`config.mk`:
```
export PLATFORM = sky130hd
export DESIGN_NAME = button_edge_and_long_hold_detector
export DESIGN_NICKNAME = d
export VERILOG_FILES = /design/src/sv/beld_pkg.sv /design/src/sv/button_edge_and_long_hold_detector.sv
export SDC_FILE = /design/constraint.sdc
export NUM_CORES = 1
export LEC_CHECK = 0
export BUFFER_PORTS_ARGS = -buffer_cell sky130_fd_sc_hd__buf_2
export CAP_MARGIN = 20
export CORE_MARGIN = 10
export CORE_UTILIZATION = 43
export DETAILED_ROUTE_END_ITERATION = 7
export GPL_TIMING_DRIVEN = 1
export SETUP_SLACK_MARGIN = 0.4
export SYNTH_ARGS = -nofsm -noshare
export SYNTH_HDL_FRONTEND = slang
export SYNTH_SLANG_ARGS = --single-unit
```
`constraint.sdc`:
```
create_clock -name clk -period 3.08 [get_ports clk]
set_input_delay 0.462 -clock clk [delete_from_list [all_inputs] [get_ports clk]]
set_output_delay 0.462 -clock clk [all_outputs]
set_load 0.01 [all_outputs]
```
`src/sv/beld_pkg.sv`:
```
// ----------------------------------------------------------------------------
// beld_pkg
// Types, opcodes and event codes shared by the button edge and long-hold
// detector.
// ----------------------------------------------------------------------------
package beld_pkg;

  localparam int PIN_W  = 5;
  localparam int CODE_W = 3;
  localparam int OP_W   = 2;
  localparam int HOLD_W = 24;
  localparam int LOCK_W = 16;
  localparam int IDX_W  = 3;
  localparam int ADDR_W = 2;

  typedef logic [PIN_W-1:0]  pins_t;
  typedef logic [CODE_W-1:0] code_t;
  typedef logic [OP_W-1:0]   op_t;
  typedef logic [HOLD_W-1:0] hold_t;
  typedef logic [LOCK_W-1:0] lock_t;
  typedef logic [IDX_W-1:0]  idx_t;

  localparam op_t OP_TICK    = 2'd0;
  localparam op_t OP_SCAN    = 2'd1;
  localparam op_t OP_READ    = 2'd2;
  localparam op_t OP_RELEASE = 2'd3;

  localparam code_t CODE_CENTER_HOLD = 3'd5;
  localparam code_t CODE_RIGHT_HOLD  = 3'd6;

  localparam logic [ADDR_W-1:0] REG_HOLD_TICKS    = 2'd0;
  localparam logic [ADDR_W-1:0] REG_LOCKOUT_TICKS = 2'd1;
  localparam logic [ADDR_W-1:0] REG_CENTER_BIT    = 2'd2;
  localparam logic [ADDR_W-1:0] REG_RIGHT_BIT     = 2'd3;

  localparam hold_t HOLD_TICKS_RST    = 24'd10000;
  localparam lock_t LOCKOUT_TICKS_RST = 16'd300;
  localparam idx_t  CENTER_BIT_RST    = 3'd2;
  localparam idx_t  RIGHT_BIT_RST     = 3'd1;

  localparam pins_t PIN_MASK = 5'h1F;

  // an index past the last pin reads as released
  function automatic logic pin_is_low(input pins_t pins, input idx_t idx);
    logic low;
    low = 1'b0;
    if (idx < idx_t'(PIN_W)) begin
      low = ~pins[idx];
    end
    return low;
  endfunction

endpackage

```
`src/sv/button_edge_and_long_hold_detector.sv`:
```
// ----------------------------------------------------------------------------
// button_edge_and_long_hold_detector
// Press-edge and long-hold detector for five active-low buttons with a
// one-deep event slot, a post-press lockout and two long-hold timers.
//
//   port group | dir | tdata                  | tuser
//   in_        | in  | [4:0] pins             | [1:0] op
//   out_       | out | [2:0] event_code       | [0] event_valid
//   cfg_       | in  | wr_en, addr, wdata (no handshake, no read-back)
//
// One beat in, one beat out; each beat passes the input register, then the
// result register after the state update.
// A new beat is taken every cycle while the result register drains.
// A stalled output holds both stages; in_tready falls only then.
// rst_n is synchronous; all timers, flags and config return to defaults.
// ----------------------------------------------------------------------------
module button_edge_and_long_hold_detector #(
  parameter int NUM_BUTTONS = 5
) (
  input  logic                          clk,
  input  logic                          rst_n,
  input  logic                          in_tvalid,
  output logic                          in_tready,
  input  logic [7:0]                    in_tdata,   // [4:0] pins
  input  logic [beld_pkg::OP_W-1:0]     in_tuser,   // [1:0] op
  output logic                          out_tvalid,
  input  logic                          out_tready,
  output logic [7:0]                    out_tdata,  // [2:0] event_code
  output logic [0:0]                    out_tuser,  // [0] event_valid
  input  logic                          cfg_wr_en,
  input  logic [beld_pkg::ADDR_W-1:0]   cfg_addr,
  input  logic [beld_pkg::HOLD_W-1:0]   cfg_wdata
);

  // config
  beld_pkg::hold_t hold_ticks_r;
  beld_pkg::lock_t lockout_ticks_r;
  beld_pkg::idx_t  center_bit_r;
  beld_pkg::idx_t  right_bit_r;

  // pipeline
  logic              in_vld_r;
  beld_pkg::op_t     in_op_r;
  beld_pkg::pins_t   in_pins_r;
  logic              out_vld_r;
  logic              out_evt_r;
  beld_pkg::code_t   out_code_r;
  logic              adv;

  // detector state
  beld_pkg::pins_t last_pins_r,   last_pins_nxt;
  logic            pend_r,        pend_nxt;
  beld_pkg::code_t pend_code_r,   pend_code_nxt;
  beld_pkg::lock_t lock_left_r,   lock_left_nxt;
  logic            lock_run_r,    lock_run_nxt;
  beld_pkg::hold_t c_left_r,      c_left_nxt;
  logic            c_run_r,       c_run_nxt;
  logic            c_seen_r,      c_seen_nxt;
  beld_pkg::hold_t r_left_r,      r_left_nxt;
  logic            r_run_r,       r_run_nxt;
  logic            r_seen_r,      r_seen_nxt;
  logic            evt_nxt;
  beld_pkg::code_t code_nxt;

  beld_pkg::pins_t btn_mask;

  always_comb begin
    btn_mask = '0;
    for (int i = 0; i < beld_pkg::PIN_W; i++) begin
      if (i < NUM_BUTTONS) begin
        btn_mask[i] = 1'b1;
      end
    end
  end

  assign adv       = in_vld_r && (!out_vld_r || out_tready);
  assign in_tready = !in_vld_r || adv;

  always_ff @(posedge clk) begin
    if (!rst_n) begin
      hold_ticks_r    <= beld_pkg::HOLD_TICKS_RST;
      lockout_ticks_r <= beld_pkg::LOCKOUT_TICKS_RST;
      center_bit_r    <= beld_pkg::CENTER_BIT_RST;
      right_bit_r     <= beld_pkg::RIGHT_BIT_RST;
    end else if (cfg_wr_en) begin
      case (cfg_addr)
        beld_pkg::REG_HOLD_TICKS:    hold_ticks_r    <= cfg_wdata;
        beld_pkg::REG_LOCKOUT_TICKS: lockout_ticks_r <= cfg_wdata[beld_pkg::LOCK_W-1:0];
        beld_pkg::REG_CENTER_BIT:    center_bit_r    <= cfg_wdata[beld_pkg::IDX_W-1:0];
        beld_pkg::REG_RIGHT_BIT:     right_bit_r     <= cfg_wdata[beld_pkg::IDX_W-1:0];
        default: ;
      endcase
    end
  end

  always_comb begin
    logic            blocked;
    logic            c_low;
    logic            r_low;
    logic            done;
    beld_pkg::pins_t falling;
    logic            hit;
    beld_pkg::code_t hit_code;

    last_pins_nxt = last_pins_r;
    pend_nxt      = pend_r;
    pend_code_nxt = pend_code_r;
    lock_left_nxt = lock_left_r;
    lock_run_nxt  = lock_run_r;
    c_left_nxt    = c_left_r;
    c_run_nxt     = c_run_r;
    c_seen_nxt    = c_seen_r;
    r_left_nxt    = r_left_r;
    r_run_nxt     = r_run_r;
    r_seen_nxt    = r_seen_r;
    evt_nxt       = 1'b0;
    code_nxt      = '0;
    blocked       = pend_r || (lock_run_r && (lock_left_r != '0));
    c_low         = beld_pkg::pin_is_low(in_pins_r, center_bit_r);
    r_low         = beld_pkg::pin_is_low(in_pins_r, right_bit_r);
    done          = 1'b0;
    falling       = ~in_pins_r & last_pins_r & btn_mask;
    hit           = 1'b0;
    hit_code      = '0;

    for (int i = beld_pkg::PIN_W - 1; i >= 0; i--) begin
      if (falling[i]) begin
        hit      = 1'b1;
        hit_code = beld_pkg::code_t'(i);
      end
    end

    case (in_op_r)
      beld_pkg::OP_TICK: begin
        if (lock_run_r && (lock_left_r != '0)) begin
          lock_left_nxt = lock_left_r - 16'd1;
        end
        if (c_run_r && (c_left_r != '0)) begin
          c_left_nxt = c_left_r - 24'd1;
        end
        if (r_run_r && (r_left_r != '0)) begin
          r_left_nxt = r_left_r - 24'd1;
        end
      end
      beld_pkg::OP_SCAN: begin
        if (!blocked) begin
          lock_run_nxt  = 1'b0;
          lock_left_nxt = '0;
          // center long hold
          if (c_low) begin
            if (!c_seen_r) begin
              c_run_nxt  = 1'b1;
              c_left_nxt = hold_ticks_r;
              c_seen_nxt = 1'b1;
            end
          end else begin
            c_run_nxt  = 1'b0;
            c_left_nxt = '0;
            c_seen_nxt = 1'b0;
          end
          if (c_run_nxt && (c_left_nxt == '0)) begin
            c_run_nxt     = 1'b0;
            pend_nxt      = 1'b1;
            pend_code_nxt = beld_pkg::CODE_CENTER_HOLD;
            done          = 1'b1;
          end
          // right long hold
          if (!done) begin
            if (r_low) begin
              if (!r_seen_r) begin
                r_run_nxt  = 1'b1;
                r_left_nxt = hold_ticks_r;
                r_seen_nxt = 1'b1;
              end
            end else begin
              r_run_nxt  = 1'b0;
              r_left_nxt = '0;
              r_seen_nxt = 1'b0;
            end
            if (r_run_nxt && (r_left_nxt == '0)) begin
              r_run_nxt     = 1'b0;
              pend_nxt      = 1'b1;
              pend_code_nxt = beld_pkg::CODE_RIGHT_HOLD;
              done          = 1'b1;
            end
          end
          // press edge, lowest button wins
          if (!done) begin
            if (hit) begin
              pend_nxt      = 1'b1;
              pend_code_nxt = hit_code;
              lock_run_nxt  = 1'b1;
              lock_left_nxt = lockout_ticks_r;
            end
            last_pins_nxt = in_pins_r;
          end
        end
      end
      beld_pkg::OP_READ: begin
        if (pend_r) begin
          evt_nxt  = 1'b1;
          code_nxt = pend_code_r;
          pend_nxt = 1'b0;
        end
      end
      default: begin
        last_pins_nxt = beld_pkg::PIN_MASK;
      end
    endcase
  end

  always_ff @(posedge clk) begin
    if (!rst_n) begin
      in_vld_r    <= 1'b0;
      out_vld_r   <= 1'b0;
      last_pins_r <= '0;
      pend_r      <= 1'b0;
      pend_code_r <= '0;
      lock_left_r <= '0;
      lock_run_r  <= 1'b0;
      c_left_r    <= '0;
      c_run_r     <= 1'b0;
      c_seen_r    <= 1'b0;
      r_left_r    <= '0;
      r_run_r     <= 1'b0;
      r_seen_r    <= 1'b0;
    end else begin
      if (in_tready) begin
        in_vld_r <= in_tvalid;
      end
      if (adv) begin
        out_vld_r   <= 1'b1;
        last_pins_r <= last_pins_nxt;
        pend_r      <= pend_nxt;
        pend_code_r <= pend_code_nxt;
        lock_left_r <= lock_left_nxt;
        lock_run_r  <= lock_run_nxt;
        c_left_r    <= c_left_nxt;
        c_run_r     <= c_run_nxt;
        c_seen_r    <= c_seen_nxt;
        r_left_r    <= r_left_nxt;
        r_run_r     <= r_run_nxt;
        r_seen_r    <= r_seen_nxt;
      end else if (out_tready) begin
        out_vld_r <= 1'b0;
      end
    end
  end

  always_ff @(posedge clk) begin
    if (in_tvalid && in_tready) begin
      in_op_r   <= in_tuser;
      in_pins_r <= in_tdata[beld_pkg::PIN_W-1:0];
    end
    if (adv) begin
      out_evt_r  <= evt_nxt;
      out_code_r <= code_nxt;
    end
  end

  assign out_tvalid   = out_vld_r;
  assign out_tdata    = {{(8 - beld_pkg::CODE_W){1'b0}}, out_code_r};
  assign out_tuser[0] = out_evt_r;

`ifndef ASSERT_OFF
  a_code_range: assert property (@(posedge clk) disable iff (!rst_n)
    out_tvalid && out_tuser[0] |-> out_tdata[2:0] != 3'd7)
    else $error("event code out of range");

  a_code_zero: assert property (@(posedge clk) disable iff (!rst_n)
    out_tvalid && !out_tuser[0] |-> out_tdata == 8'd0)
    else $error("code not zero without event");

  a_pend_clear: assert property (@(posedge clk) disable iff (!rst_n)
    $fell(pend_r) |-> !$past(rst_n) || $past(adv && in_op_r == beld_pkg::OP_READ))
    else $error("pending event dropped without read");

  a_lock_start: assert property (@(posedge clk) disable iff (!rst_n)
    $rose(lock_run_r) |-> pend_r && pend_code_r < beld_pkg::CODE_CENTER_HOLD)
    else $error("lockout started without press event");
`endif

endmodule
```
==> flow_summary.toml, run 1 <==
[outcome]
run_status = "finished, final reports clean"

[synthesis]
postSynth.topFlopCell = "dfxtp_1"
synth_largest_type_area_fraction_pct = 33.72
synth_area_um2 = 7480
synthMostInstantiatedCell = "nand2_1"
ys_ff_latch = 137
post_synthesis_async_set_or_reset_flop_share_pct = 0
synthesis.area_per_instance_um2 = 7.640
netlist_instances = 979
ys_top_cells_by_area = "dfxtp_1, a21oi_1, nand2_1"
synth_area_leader_cell = "dfxtp_1"
synth-seq-area-share_pct = 38.14
synth_common_cells = "nand2_1, dfxtp_1, a21oi_1"
synth_edf_count = 11
yosysWarnings = 0
netlist-cell-type-count = 66

[drt]
detail_route.wirelength_mm = 23.37
firstDrtPassIters = 5
detailedRoute.firstIterationViolations = 771
routed-via-count = 7507
residual_drc = 0
ant_nets = 0
post_drt_wl_per_cell_um = 18.20
drt-vias-per-instance = 5.847

[global_routing]
track_usage_pct = 19.44
grt_max_degree = 92
first_pass_grt_wire_length_mm = 37.54
grt_pass1_vias = 7081
number_of_antenna_violations_at_the_first_check_in_global_routing = 0
global_route.overflow_total = 0

[finish]
fillers = 1683
cell_area_after_layout_um2 = 9154
antenna-diode-count = 0
finish.net_count = 1090
syn2layout_area_growth_pct = 22.38
post_route_cells_drive_above_1_share_pct = 18.98
multi_input_comb_area_um2 = 4478
layout.area.seq_um2 = 2863

[critical_path]
worst-endpoint-required_ps = 3430
critical-path-max-stage-delay_ps = 470
critical_path_peak_fanout = 6
critical_path.endpoint_type = "register"
crit_start = "r_left_r[0]"
source_of_the_worst_register_to_register_timing_path = "r_left_r[0]"
critical_path.slowest_cell = "or4b_4"
crit_chain = "inv_2, ha_4, or4b_4, or4_4, nor4_4, nor4b_4, a21oi_4, buf_4, clkbuf_16, o21ai_1, a21oi_1"
crit_type = "register to register"
critical_path.startpoint_type = "register"
critPathArrivalTime_ps = 3060

[clock_tree]
numCtsBuffers = 17
cts.htree.levels = 4
cts_root_buf = "clkbuf_16"
clock_sink_count = 137
clk_path_buf_depth = 2
cts_tree = "done"
clk_pin_slew_worst_paths_ps = 60
worstSkewPairLatency_ps = 430
holdBufCountCts = 0

[sta]
worst_slew_margin_rel_pct = 62.21
setup_viol_count_final = 0
report.final.slew_viol_count = 0
worst_slew_pin_slew_ps = 565.7
final_period_minus_worst_setup_slack_ps = 2702
finalHoldViolCount = 0
rsz0062_at_grt = "yes"
min_period_over_period_pct = 87.73
hold_slack_ps = 205.1
timing.setup.tns_ps = 0
timing.clock.skew_ps = 8.830
achievable-frequency_mhz = 370.1

[placed_design]
postPlaceCellArea_um2 = 8142
gp_weighted_congestion = 0.8840
io_buffer_count = 43
place_hpwl_mm = 15.71

[floorplanning]
die_y_um = 151.9
rows = 48
num_io_pins = 52
overall_die_width_um = 151.9
core_area_um2 = 17180
fp.dieArea_um2 = 23070
floorplan.initialDensity_pct = 43.55

[pwr]
p_leak_nw = 3.431
peakVddDrop_mv = 0.4776
power_density_nw_per_um2 = 603.0

[worst_hold_path]
worstHoldStart = "in_tdata[4]"
min-delay-path-class = "input pin to register"

[flow_run]
cap_violations = 0
[placed cells by master (no fill, tap or decap), drive strengths merged, types with 9 or more instances in the layout]
master  instances
edfxtp         11
a31oi          10
clkbuf         22
or3            11
nand3          24
o22ai          12
mux2i          46
nor2          107
a22oi           9
nand2         146
a21oi         114
or4            10
dfxtp         126
nor3           38
inv            18
o21ai          86
nor4           23
buf           112
[final timing paths]
path | end | slack, ps | depth (start not counted)
setup / recovery | r_left_r[6] | 380 | 11
hold / removal | in_pins_r[4] | 210 | 1
setup reg to reg | r_left_r[6] | 380 | 11
hold reg to reg | lock_left_r[10] | 450 | 2
[area by class of cell]
class                           count  area share, %
Multi-Input combinational cell    764          48.92
Sequential cell                   137          31.27
Timing Repair Buffer              113          9.226
Clock buffer                       21          5.262
Tap cell                          225          3.075
Clock inverter                     11          1.709
Inverter                           13         0.5331
[flip-flops by register name (all words and copies together) (netlist names)]
register         cells
r_left_r            24
lock_left_r         16
out_tvalid           1
right_bit_r          3
lockout_ticks_r     16
in_vld_r             1
out_tuser            1
r_seen_r             1
lock_run_r           1
out_code_r           3
c_seen_r             1
c_left_r            24
last_pins_r          5
pend_r               1
pend_code_r          3
center_bit_r         3
r_run_r              1
in_op_r              2
hold_ticks_r        24
c_run_r              1
in_pins_r            5
[cell families after synthesis]
| kind of cell | after synthesis | share of synthesized area, % |
|---|---|---|
| AND/OR/NAND/NOR | 416 | 26.56 |
| AO/OA/AOI/OAI | 285 | 22.62 |
| flip-flops | 137 | 38.14 |
| buffers and inverters | 82 | 4.884 |
| multiplexers | 47 | 6.306 |
| XOR/XNOR | 8 | 0.9368 |
| adder cells (fa/ha/maj) | 3 | 0.5019 |
| other | 1 | 0.05014 |
[what timing repair did]
| item | 4_1_cts | 5_1_grt |
|---|---|---|
| cloned | 1 | 1 |
| setup buffers | 9 | 5 |
| pin swaps | 17 | 13 |
| endpoints found under the setup margin | 63 | 69 |
| gates resized for setup | 30 | 41 |
[report_power, final]
part / switching (mW) / leakage, nW / internal, mW
sequential: 0.0965 / 1.13 / 1.88
clock: 0.851 / 0.311 / 1.38
combinational: 0.752 / 1.99 / 0.560
total: 1.70 / 3.43 / 3.82
[layer usage]
metal / share of wire [%] / GRT usage, % / routed length [um]
met1: 46 / 26.65 / 10820
met2: 46 / 30.16 / 10740
met3: 6.7 / 4.318 / 1573
met4: 1.0 / 4.906 / 236
met5: 0 / 0 / 0
[critical path, delay by kind of cell (launching register included)]
kind / cells / cell delay, ps
and+or+nand+nor: 4 / 1380
buffers and inverters: 3 / 390
AOI/OAI and AO/OA: 3 / 390
DFF: 1 / 320
adders and majority gates: 1 / 150
[stage by stage]
| stage | power, mW | worst slack, ps | cells | util (%) |
|---|---|---|---|---|
| 6_report | 5.520 | 378.0 | 1284 | 53.29 |
| 2_1_floorplan | 2.843 | 421.0 | 983 | - |
| 3_3_place_gp | 3.186 | 140.0 | 1236 | 47.40 |
| 3_5_place_dp | 3.190 | 103.2 | 1236 | 47.40 |
| 4_1_cts | 5.470 | 367.5 | 1278 | 52.23 |
| 5_1_grt | 5.779 | 273.5 | 1284 | 53.29 |
(Power assumes the default switching activity.)
==> run 2, diff against run 1 <==
--- a/config.mk
+++ b/config.mk
@@ -5,6 +5,7 @@
 export SDC_FILE = /design/constraint.sdc
 export NUM_CORES = 1
 export LEC_CHECK = 0
+export ABC_AREA = 1
 export BUFFER_PORTS_ARGS = -buffer_cell sky130_fd_sc_hd__buf_2
 export CAP_MARGIN = 20
 export CORE_MARGIN = 10
==> constraint.sdc (replaced) <==
create_clock -name clk -period 2.9 [get_ports clk]
set_input_delay 0.435 -clock clk [delete_from_list [all_inputs] [get_ports clk]]
set_output_delay 0.435 -clock clk [all_outputs]
set_load 0.01 [all_outputs]
==> run 2 against run 1 <==
  * Sequential power is 4% higher
  * Clock skew is 5.4 ps higher
  * Combinational power is 15% lower
  * Synthesized cell count is 30% higher
  * Die area is 8.9% higher
  * Via count is 7.5% higher
==> flow_summary.toml, run 2 <==
[sta]
setup_viol_count_final = 0
finalHoldViolCount = 0
timing.setup.tns_ps = 0
rsz0062_at_grt = "yes"
worst_slew_pin_slew_ps = 988.1
worst_slack_ps = 567.8
min_period_over_period_pct = 80.42
report.final.slew_viol_count = 0
worst_slew_margin_rel_pct = 34.06
final_period_minus_worst_setup_slack_ps = 2332
timing.clock.skew_ps = 14.27
achievable-frequency_mhz = 428.8

[critical_path]
critical_path.startpoint_type = "register"
crit_type = "register to register"
critical_path.slowest_cell = "dfxtp_1"
crit_path_frequent_cell = "nand2_2"
r2r.worst_path.cells = 15
critical-path-max-stage-delay_ps = 350
critical_path.endpoint_type = "register"
reg2reg_slack_ps = 570
crit_chain = "inv_1, ha_1, nand2_2, nor2_4, inv_2, nor2_2, nand3_2, nand2_2, nand2_2, a21oi_4, buf_12, nand2_2, buf_6, a211oi_1, nor2_1"
reg2reg_to = "c_left_r[23]"
critical_path_peak_fanout = 17
worstPathBufferInverterCount = 4
critPathArrivalTime_ps = 2650
worst-endpoint-required_ps = 3210
path_delay_family = "simple AND/OR/NAND/NOR gates"
source_of_the_worst_register_to_register_timing_path = "lock_left_r[0]"

[outcome]
run_status = "finished, final reports clean"

[synthesis]
synth-seq-area-share_pct = 34.58
postSynth.topFlopCell = "dfxtp_1"
post_synthesis_async_set_or_reset_flop_share_pct = 0
synth_area_um2 = 8249
synth_largest_type_area_fraction_pct = 30.58
synth_common_cells = "nand2_1, nor2_1, o21ai_0"
netlist_instances = 1273
ys_ff_latch = 137
netlist-cell-type-count = 46
synthesis.area_per_instance_um2 = 6.480
yosysWarnings = 0
synthMostInstantiatedCell = "nand2_1"
synth_edf_count = 11
ys_top_cells_by_area = "dfxtp_1, nand2_1, o21ai_0"
synth_area_leader_cell = "dfxtp_1"

[worst_hold_path]
hold_path_end = "in_pins_r[2]"
worst_hold_path.num_cells = 1
min-delay-path-class = "input pin to register"
worstHoldStart = "in_tdata[2]"

[drt]
detail_route.wirelength_mm = 23.07
drt-vias-per-instance = 5.210
routed-via-count = 8071
firstDrtPassIters = 5
post_drt_wl_per_cell_um = 14.89
detailedRoute.firstIterationViolations = 479
residual_drc = 0
ant_nets = 0

[floorplanning]
floorplan.initialDensity_pct = 43.95
core_area_um2 = 18770
fp.dieArea_um2 = 25120
die_y_um = 158.5
rows = 50
num_io_pins = 52
overall_die_width_um = 158.5

[finish]
fillers = 1957
antenna-diode-count = 0
largestRegisters = "c_left_r (24), hold_ticks_r (24), r_left_r (24)"
final_common_cell = "nand2_1"
finish.net_count = 1346
fin_cells = 1549
post_route_cells_drive_above_1_share_pct = 12.55
syn2layout_area_growth_pct = 13.44
mostFrequentLayoutCells = "nand2_1, nor2_1, o21ai_0"

[pwr]
power_density_nw_per_um2 = 580.8
finalPower_mw = 5.435
peakVddDrop_mv = 0.3921
p_leak_nw = 4.149

[global_routing]
global_route.overflow_total = 0
track_usage_pct = 18.77
first_pass_grt_wire_length_mm = 37.76
grt_pass1_vias = 7492
grt_max_degree = 54
number_of_antenna_violations_at_the_first_check_in_global_routing = 0

[placed_design]
io_buffer_count = 43
dp_cells = 1507
place_hpwl_mm = 16.55
gp_weighted_congestion = 0.8688
placement.setup.worst_slack_ps = 282.1

[clock_tree]
cts_root_buf = "clkbuf_16"
clock_sink_count = 137
clk_path_buf_depth = 2
worstSkewPairLatency_ps = 430
clk_pin_slew_worst_paths_ps = 70
cts.htree.levels = 4
numCtsBuffers = 17
cts_tree = "done"

[flow_run]
cap_violations = 0
==> run 2: repair_timing <==
item / 4_1_cts / 5_1_grt
pin swaps: 4 / 4
resized for setup: 6 / 16
setup endpoints to repair: 62 / 76
setup buffers: 6 / 4
hold buffers: 0 / 0
==> run 2: cells by family (layout without fill, tap and decap cells) <==
family / count (synthesis) / in the layout / synth area share (%)
compound gates: 323 / 323 / 21.08
simple gates: 571 / 571 / 29.62
buf+inv: 207 / 245 / 10.92
other cells: 1 / 5 / 0.04546
flops: 137 / 137 / 34.58
fa+ha+maj: 3 / 3 / 0.4551
xor+xnor: 31 / 31 / 3.291
==> run 2: layer usage <==
layer / global-route usage [%] / share of wire (%) / vias to the layer above
met5: 0 / 0 / -
met4: 5.779 / 2.1 / 0
met3: 3.994 / 4.4 / 28
met2: 29.89 / 46 / 173
met1: 24.85 / 48 / 3661
li1: - / - / 4209
==> run 2: power breakdown <==
group | internal (mW) | switching [mW] | total [mW]
combinational | 0.395 | 0.729 | 1.12
clock | 1.30 | 0.949 | 2.25
sequential | 1.99 | 0.0647 | 2.06
total | 3.69 | 1.74 | 5.43
==> run 2: how the worst max path moves through the flow <==
stage                    start         endpoint  slack (ps)  cells after the start
2_1_floorplan   lock_left_r[0]  lock_left_r[13]         880                     14
3_3_place_gp       c_left_r[0]     c_left_r[17]         300                     13
3_5_place_dp       c_left_r[0]     c_left_r[16]         280                     13
4_1_cts            r_left_r[0]     r_left_r[10]         420                     14
5_1_grt        center_bit_r[0]     r_left_r[21]         380                     17
6_report        lock_left_r[0]     c_left_r[23]         570                     15
==> run 2: cell type report <==
class / count / area, um^2 / share of cell area (%)
Multi-Input combinational cell: 933 / 4582 / 48.96
Sequential cell: 137 / 2853 / 30.49
Inverter: 140 / 533.0 / 5.696
Timing Repair Buffer: 73 / 494.2 / 5.281
Clock buffer: 17 / 425.4 / 4.546
Tap cell: 234 / 292.8 / 3.129
Clock inverter: 15 / 177.7 / 1.899
==> run 2: per-stage QoR <==
stage                     area (um^2)  hold WS [ps]  utilization (%)
final                            9358         173.7            49.86
after global routing             9358         154.8            49.86
after CTS                        9259         160.8            49.33
after detailed placement         8576         448.9            45.69
after global placement           8576         443.0            45.69
after floorplan                  8264         430.0                -
==> run 3, diff against run 2 <==
==> constraint.sdc (replaced) <==
create_clock -name clk -period 2.03 [get_ports clk]
set_input_delay 0.3045 -clock clk [delete_from_list [all_inputs] [get_ports clk]]
set_output_delay 0.3045 -clock clk [all_outputs]
set_load 0.01 [all_outputs]
==> run 3 against run 2 <==
  * The flow now finishes with violations (setup timing)
  * Via count up 10%
  * Combinational power up 91%
  * Register-to-register slack got worse by 730 ps
  * Non-clock buffer count increased by 141
  * Global-route usage up 2.3 points
  * Largest cell class unchanged
==> flow_summary.toml, run 3 (same netlist as run 2, synthesis figures left out) <==
[critical_path]
crit_chain = "inv_2, buf_6, nand4_1, nand2_8, clkbuf_16, o21ai_2, nand3_2, nor2_1, nand4_1, nand2_2, nor2_4, buf_12, nand2_1, a21oi_1"
worst-endpoint-required_ps = 2390
critical-path-max-stage-delay_ps = 330
critical_path_peak_fanout = 17
critical_path.slowest_cell = "dfxtp_2"
source_of_the_worst_register_to_register_timing_path = "center_bit_r[0]"
r2r.worst_path.cells = 14
reg2reg_slack_ps = -160
worstPathBufferInverterCount = 4
critical_path.startpoint_type = "register"
critPathArrivalTime_ps = 2550
crit_type = "register to register"
critical_path.endpoint_type = "register"
reg2reg_to = "lock_left_r[15]"
path_delay_family = "simple AND/OR/NAND/NOR gates"
crit_path_frequent_cell = "nand4_1"

[drt]
firstDrtPassIters = 5
ant_nets = 0
detail_route.wirelength_mm = 26.37
routed-via-count = 8876
residual_drc = 0
drt-vias-per-instance = 5.243
post_drt_wl_per_cell_um = 15.58
detailedRoute.firstIterationViolations = 648

[outcome]
run_status = "complete, but fails checks"
failed_checks = "setup timing"

[finish]
antenna-diode-count = 0
mostFrequentLayoutCells = "nand2_1, nor2_1, o21ai_0"
cell_area_after_layout_um2 = 11070
fin_cells = 1693
final_common_cell = "nand2_1"
post_route_cells_drive_above_1_share_pct = 25.70
syn2layout_area_growth_pct = 34.23
finish.net_count = 1490
largestRegisters = "c_left_r (24), hold_ticks_r (24), r_left_r (24)"

[clock_tree]
holdBufCountCts = 0
cts_tree = "done"
clk_pin_slew_worst_paths_ps = 70
cts_root_buf = "clkbuf_16"
numCtsBuffers = 17
clock_sink_count = 137
cts.htree.levels = 4
clk_path_buf_depth = 2
worstSkewPairLatency_ps = 430

[flow_run]
cap_violations = 0

[floorplanning]
floorplan.initialDensity_pct = 43.95
core_area_um2 = 18770
rows = 50
num_io_pins = 52
fp.dieArea_um2 = 25120
die_y_um = 158.5
overall_die_width_um = 158.5

[sta]
report.final.slew_viol_count = 0
final_period_minus_worst_setup_slack_ps = 2191
rsz0062_at_grt = "yes"
min_period_over_period_pct = 107.9
hold_slack_ps = 48.39
timing.clock.skew_ps = 9.234
timing.setup.tns_ps = -7593
setup_viol_count_final = 71
finalHoldViolCount = 0
worst_slew_pin_slew_ps = 697.1
achievable-frequency_mhz = 456.5
worst_slew_margin_rel_pct = 53.24
worst_slack_ps = -160.6

[global_routing]
global_route.overflow_total = 0
first_pass_grt_wire_length_mm = 42.12
grt_pass1_vias = 8218
number_of_antenna_violations_at_the_first_check_in_global_routing = 0
grt_max_degree = 110
track_usage_pct = 21.04

[worst_hold_path]
worstHoldStart = "in_tdata[3]"
worst_hold_path.num_cells = 1
hold_path_end = "in_pins_r[3]"
min-delay-path-class = "input pin to register"

[placed_design]
dp_cells = 1628
io_buffer_count = 43
placement.setup.worst_slack_ps = -256.7
gp_weighted_congestion = 0.8960
place_hpwl_mm = 18.29
postPlaceCellArea_um2 = 9671

[pwr]
peakVddDrop_mv = 0.6172
power_density_nw_per_um2 = 745.1
p_leak_nw = 5.009
run 3: cell count changes in the layout (fill, tap and decap cells not counted), sizes merged:
cell,before,now
clkbuf,18,20
clkinvlp,0,3
buf,72,211
inv,149,146
clkinv,4,7
run 3: timing repair:
action | CTS | global route
gates cloned | 6 | 3
gates resized for setup | 55 | 66
endpoints found under the setup margin | 78 | 78
buffers inserted | 15 | 9
pin swaps | 8 | 27
run 3: power by group:
part / total (mW) / switching, mW / internal (mW) / leakage [nW]
clock network: 3.18 / 1.34 / 1.84 / 0.285
logic: 2.14 / 1.22 / 0.915 / 3.59
registers: 2.93 / 0.0860 / 2.85 / 1.14
total: 8.25 / 2.65 / 5.60 / 5.01
run 3: how the worst max path moves through the flow:
stage | start | cells past startpoint | slack (ps) | endpoint
floorplan | lock_left_r[0] | 15 | 50 | c_left_r[20]
global placement | c_left_r[0] | 14 | -200 | c_left_r[6]
detailed placement | lock_left_r[0] | 14 | -260 | c_left_r[11]
CTS | in_pins_r[1] | 15 | -120 | lock_left_r[15]
global route | center_bit_r[0] | 16 | -320 | r_left_r[8]
finish | center_bit_r[0] | 14 | -160 | lock_left_r[15]
run 3: layout make-up:
class                           instances  area, um^2
Tap cell                              234       292.8
Sequential cell                       137        2855
Timing Repair Buffer                  214        1846
Timing Repair inverter                  3       43.79
Multi-Input combinational cell        933        4898
Inverter                              140       546.8
Clock inverter                         15       165.2
Clock buffer                           17       425.4
Fill cell                            1791        7695
run 3: worst register-to-register path, stage by stage (launching register included):
cell and delay, ps:
dfxtp_2 330, inv_2 70, buf_6 90, nand4_1 200, nand2_8 210, clkbuf_16 180
o21ai_2 60, nand3_2 90, nor2_1 50, nand4_1 180, nand2_2 150, nor2_4 150
buf_12 160, nand2_1 80, a21oi_1 140
run 3: metrics by stage:
step                      power, mW  util, %
after floorplan               4.174        -
after global placement        4.837    51.53
after detailed placement      4.851    51.53
after CTS                     8.149    57.01
after global routing          8.654    59.00
final                         8.251    59.00
run 3: routing by layer:
metal / GRT usage [%] / part of all wire (%) / wire, um / vias up
met2: 33.39 / 46 / 12020 / 278
met5: 0 / 0 / 0 / -
li1: - / - / - / 4514
met4: 8.734 / 3.4 / 896 / 0
met3: 3.373 / 5.5 / 1455 / 50
met1: 27.80 / 45 / 12000 / 4034
